## config.mk

```make
export PLATFORM = sky130hd
export DESIGN_NAME = pbc_cell
export DESIGN_NICKNAME = d
export VERILOG_FILES = /design/src/rtl/core/pbc_pkg.sv /design/src/rtl/core/pbc_cell.sv
export SDC_FILE = /design/constraint.sdc
export NUM_CORES = 2
export LEC_CHECK = 0
export BUFFER_PORTS_ARGS = -buffer_cell sky130_fd_sc_hd__buf_4
export CORE_MARGIN = 2
export CORE_UTILIZATION = 68
export CTS_CLUSTER_SIZE = 40
export DETAILED_ROUTE_END_ITERATION = 16
export GPL_TIMING_DRIVEN = 0
export PLACE_DENSITY = 0.89
export SLEW_MARGIN = 5
export SYNTH_ARGS = -nofsm -noshare
export SYNTH_HDL_FRONTEND = slang
export SYNTH_SLANG_ARGS = --single-unit
```

## constraint.sdc

```tcl
create_clock -name clk -period 13.7 [get_ports clk]
set_input_delay 1.37 -clock clk [delete_from_list [all_inputs] [get_ports clk]]
set_output_delay 1.37 -clock clk [all_outputs]
set_load 0.03 [all_outputs]
```

## src/rtl/core/pbc_pkg.sv

```systemverilog
// Shared constants, the chain word type and the digit-pair helper.
// No dependencies; used by every module of the converter.
`timescale 1ns / 1ps

package pbc_pkg;

  localparam int MAX_BYTES   = 5;
  localparam int BIN_W       = 32;
  localparam int BCD_W       = 8 * MAX_BYTES;
  localparam int NB_W        = 3;
  localparam int POS_W       = 3;
  localparam int ACC_X_W     = BIN_W + 7;
  localparam int RECIP_SHIFT = 37;

  localparam logic [BIN_W-1:0] RECIP100  = 32'h51EB851F;
  localparam logic [3:0]       DIGIT_MAX = 4'd9;
  localparam logic [NB_W-1:0]  NB_RESET  = 3'd5;

  localparam logic MODE_BIN2BCD = 1'b0;
  localparam logic MODE_BCD2BIN = 1'b1;

  typedef struct packed {
    logic              mode;
    logic [NB_W-1:0]   nb;
    logic [POS_W-1:0]  pos;
    logic [BIN_W-1:0]  v;
    logic [BIN_W-1:0]  acc;
    logic [BCD_W-1:0]  bcd;
    logic              ovf;
    logic              bad;
  } pbc_word_t;

  // value 0..99 to one packed BCD byte
  function automatic logic [7:0] pbc_pair_byte(input logic [6:0] pair);
    logic [14:0] prod;
    logic [3:0]  tens;
    logic [6:0]  tens10;
    logic [6:0]  ones;
    prod   = 15'(pair) * 15'd205;
    tens   = prod[14:11];
    tens10 = (7'(tens) << 3) + (7'(tens) << 1);
    ones   = pair - tens10;
    return {tens, ones[3:0]};
  endfunction

endpackage

```

## src/rtl/core/pbc_cell.sv

```systemverilog
// One cell of the conversion chain: handles one digit pair in two register stages.
// Depends on pbc_pkg.
`timescale 1ns / 1ps

module pbc_cell (
  input  logic              clk,
  input  logic              rst,
  input  logic              up_valid,
  output logic              up_ready,
  input  pbc_pkg::pbc_word_t up_word,
  output logic              dn_valid,
  input  logic              dn_ready,
  output pbc_pkg::pbc_word_t dn_word
);
  import pbc_pkg::*;

  logic               va;
  pbc_word_t          wa;
  logic [2*BIN_W-1:0] prod;
  logic [ACC_X_W-1:0] mul100;
  logic [7:0]         digit;
  logic               ready_a;

  logic               vb;
  pbc_word_t          wb;
  logic               ready_b;

  logic               used_in;
  logic [3:0]         hi;
  logic [3:0]         lo;
  logic [ACC_X_W-1:0] acc_x;
  pbc_word_t          wa_next;

  logic               used_a;
  logic [BIN_W-1:0]   q;
  logic [BIN_W-1:0]   q100;
  logic [BIN_W-1:0]   rem;
  logic [ACC_X_W-1:0] sum;
  pbc_word_t          wb_next;

  assign ready_b  = !vb || dn_ready;
  assign ready_a  = !va || ready_b;
  assign up_ready = ready_a;
  assign dn_valid = vb;
  assign dn_word  = wb;

  // stage A: reciprocal product, or scaled accumulator and checked digit pair value
  always_comb begin
    used_in = up_word.pos < up_word.nb;
    hi      = up_word.bcd[BCD_W-1 -: 4];
    lo      = up_word.bcd[BCD_W-5 -: 4];
    acc_x   = ACC_X_W'(up_word.acc);
    wa_next = up_word;
    if (up_word.mode == MODE_BCD2BIN) begin
      wa_next.bcd = up_word.bcd << 8;
      if (used_in && (hi > DIGIT_MAX || lo > DIGIT_MAX)) begin
        wa_next.bad = 1'b1;
      end
    end
  end

  always_ff @(posedge clk) begin
    if (rst) begin
      va <= 1'b0;
    end else if (ready_a) begin
      va <= up_valid;
    end
  end

  always_ff @(posedge clk) begin
    if (ready_a && up_valid) begin
      wa     <= wa_next;
      prod   <= (2*BIN_W)'(up_word.v) * (2*BIN_W)'(RECIP100);
      mul100 <= (acc_x << 6) + (acc_x << 5) + (acc_x << 2);
      digit  <= (8'(hi) << 3) + (8'(hi) << 1) + 8'(lo);
    end
  end

  // stage B: emit the digit pair or fold in the byte value
  always_comb begin
    used_a  = wa.pos < wa.nb;
    q       = BIN_W'(prod >> RECIP_SHIFT);
    q100    = (q << 6) + (q << 5) + (q << 2);
    rem     = wa.v - q100;
    sum     = mul100 + ACC_X_W'(digit);
    wb_next = wa;
    if (wa.mode == MODE_BIN2BCD) begin
      wb_next.pos = wa.pos + 1'b1;
      if (used_a) begin
        wb_next.v   = q;
        wb_next.bcd = {pbc_pair_byte(rem[6:0]), wa.bcd[BCD_W-1:8]};
      end else begin
        wb_next.bcd = {8'h00, wa.bcd[BCD_W-1:8]};
      end
    end else begin
      wb_next.pos = wa.pos - 1'b1;
      if (used_a) begin
        wb_next.acc = sum[BIN_W-1:0];
        wb_next.ovf = wa.ovf || (sum[ACC_X_W-1:BIN_W] != '0);
      end
    end
  end

  always_ff @(posedge clk) begin
    if (rst) begin
      vb <= 1'b0;
    end else if (ready_b) begin
      vb <= va;
    end
  end

  always_ff @(posedge clk) begin
    if (ready_b && va) begin
      wb <= wb_next;
    end
  end

endmodule

```

==> flow_summary_export.csv <==
group,metric,value,unit
detailed_routing,drtIter0Drc,1961,
finish,multi_input_area,20030,um2
synth,synth_common_cells,"628 x inv_1, 494 x ha_1, 431 x fa_1",
synth,ys_ff_latch,296,
timing,fin_setup_tns,0,ns
cts,cts.path.max_buffers,3,
synth,synth.top_cell.area_share,28.17,%
global_routing,grt_max_degree,65,
finish,num_antenna_cells,0,
finish,nNetsFinal,3948,
timing,finClkSkew,0.03214,ns
finish,syn_to_final_growth,11.28,%
floorplanning,die_w,218.7,um
floorplanning,die-area,47810,um2
timing,drv_slew,0,
synth,synth_edf_count,294,
outcome,status,"finished clean",
detailed_routing,vias_per_cell,6.028,
critical_path,crit_top_cell,"fa_1",
synth,synth.most_common_cell,"inv_1",
detailed_routing,vias,21250,
synth,async_flop_share,0,%
placed_design,place_congestion,0.9889,
critical_path,cp.required,14.00,ns
timing,finalHoldViolCount,0,
critical_path,startpoint_type,"primary input",
floorplanning,die_height,218.7,um
timing,max-slew-margin-rel,43.00,%
cts,root_buffer,"clkbuf_16",
timing,rsz0062_at_grt,"no",
floorplanning,io_pins,232,
global_routing,grt_use_total,34.43,%
cts,numCtsBuffers,27,
detailed_routing,postRouteAntennaNets,0,
finish,fill_cells,2660,
synth,syn_nets,3682,
critical_path,cp.arrival,8.90,ns
timing,setup_violations,0,
finish,drive_gt1_share,13.50,%
cts,cts_setup_buffers,0,
worst_hold_path,hold_path.class,"register to register",
synth,synth_ff_type,"edfxtp_1",
critical_path,critical_path.top_delay_family,"adder cells",
cts,path_clk_slew,0.07,ns
synth,synth_warnings,0,
placed_design,hpwlAfterDp,65990,um
floorplanning,core,45480,um2
cts,cts-resized-gates,0,
synth,syn_avg_cell_area,11.87,um2
placed_design,port_buffers,231,
synth,yosysSeqAreaShare,28.30,%
floorplanning,start_util,68.90,%
critical_path,slowest_stage,"a211oi_1",
detailed_routing,dr.pass1.iters,6,
critical_path,end_kind,"register",
cts,htree_num_levels,1,
synth,netlist_area,31340,um2
timing,fmax,116.3,MHz
timing,tightest_slew,0.8443,ns
floorplanning,rows,78,
critical_path,path_cells,"buf_4 -> fa_1 -> ha_1 -> inv_1 -> fa_1 -> inv_1 -> fa_1 -> fa_1 -> fa_1 -> fa_1 -> inv_1 -> fa_1 -> inv_1 -> ha_1 -> nand4_1 -> nor3_1 -> a211oi_1 -> a31oi_1 -> a41oi_4 -> o2bb2ai_2 -> or3_4 -> a31oi_4 -> o211ai_2 -> xor2_1",
run,drv_cap,0,
cts,insertion_delay,0.56,ns
synth,synthCells,2640,
synth,yosys-top-cells-area,"edfxtp_1 28%, fa_1 28%, ha_1 20%, inv_1 7.5%, mux2_2 3.2%",
timing,fin_hold_ws,0.4284,ns
global_routing,grt_pass1_vias,23220,
cts,tritoncts,"done",
detailed_routing,wirelength,79720,um
cts,hold_buffers,0,
global_routing,overflow,0,
detailed_routing,drc_errors,0,
finish,fin_util,76.67,%
timing,timing.final.crit_share,62.79,%
critical_path,crit_type,"primary input to register",
global_routing,antenna_found_initial,0,
critical_path,worst-path-max-fanout,11,
global_routing,grt_pass1_wl,124400,um
timing,timing.final.crit_period,8.602,ns
cts,clock-sinks,296,
finish,seq_area,8869,um2
synth,synthDistinctLibCells,71,
critical_path,slowest_delay,0.62,ns
detailed_routing,post_drt_wl_per_cell,22.61,um
critical_path,crit_buf_inv,5,
synth,synth_top_area_cell,"edfxtp_1",
cells in the final DEF, fill, tap and decap left out, types with 5 or more instances in the layout:
cell       Yosys  routed
mux2_2        88      88
buf_4          0     231
nand3_1       33      33
edfxtp_1     294     294
o21ai_1        8       8
o31ai_1        5       5
fa_1         431     431
or2_2          5       5
xnor2_1       65      65
and3_1        16      16
nor2_1        56      56
nand2_1       98      98
xor2_1        38      38
a31oi_1        8       8
nor2b_1       32      31
a21o_1        33      33
a21oi_1       74      74
nand4_1        7       7
buf_1          6       6
nand2b_1      15      15
clkbuf_16      0      27
o21bai_1       6       6
o21ai_0       71      71
inv_1        628     628
o21a_1        14      14
ha_1         494     494
a211oi_1       9       9
clkbuf_1      17      21
nor3_1        17      17
per-stage QoR:
step / std cells / area [um2] / setup WS, ns
after floorplan: 2640 / 31340 / 6.095
after detailed placement: 3477 / 33970 / 4.890
after global routing: 3526 / 34870 / 5.052
after CTS: 3526 / 34870 / 5.382
final: 3526 / 34870 / 5.098
after global placement: 3471 / 33820 / 4.605
cell type report:
type	count	area share [%]
Clock inverter	18	0.6100
Timing Repair Buffer	237	5.361
Inverter	628	6.760
Multi-Input combinational cell	1693	57.45
Sequential cell	296	25.43
Clock buffer	31	1.981
Tap cell	600	2.153
Buffer	23	0.2476
registers in the layout, summed over array words and instances (netlist names):
signal	count
dn_word	113
wa	113
mul100	34
prod	26
digit	8
dn_valid	1
va	1
cell families after synthesis:
| logic type | Yosys count | synth area share (%) |
|---|---|---|
| flops | 296 | 28.30 |
| buf+inv | 651 | 7.798 |
| compound gates | 276 | 5.890 |
| fa+ha+maj | 925 | 47.26 |
| simple gates | 300 | 4.676 |
| xor+xnor | 103 | 2.879 |
| mux | 89 | 3.194 |
worst paths after layout:
kind | cells past startpoint | slack (ns) | startpoint | endpoint
setup reg to reg | 27 | 7.01 | prod[38]$_DFFE_PP_ | dn_word[37]$_DFFE_PP_
setup / recovery | 24 | 5.10 | up_word[85] | prod[59]$_DFFE_PP_
hold reg to reg | 0 | 0.43 | wa[0]$_DFFE_PP_ | dn_word[0]$_DFFE_PP_
hold / removal | 0 | 0.43 | wa[0]$_DFFE_PP_ | dn_word[0]$_DFFE_PP_
worst register-to-register path, stage by stage (launching register included):
cell      delay (ns)
edfxtp_1        0.48
ha_1            0.36
inv_1           0.08
ha_1            0.37
ha_1            0.24
o21ai_0         0.18
nand2b_1        0.09
a21oi_1         0.18
xnor2_1         0.24
ha_1            0.31
ha_1            0.30
fa_1            0.50
inv_1           0.05
fa_1            0.49
inv_1           0.04
ha_1            0.27
and3_1          0.14
a221oi_1        0.32
o21ai_1         0.15
and2_1          0.20
o21a_1          0.21
nor2_1          0.19
ha_1            0.29
nand2_1         0.07
nand2_1         0.06
xnor2_1         0.21
xnor2_1         0.10
o31ai_1         0.34
layer usage:
metal  track usage (%)  routed length (um)
met1             42.33               28220
met2             59.39               39530
met3             6.207                7656
met4             15.77                4312
met5                 0                   0
Power is not shown: default switching activity piles up to over one toggle a cycle in this logic, so the estimate is an artifact.
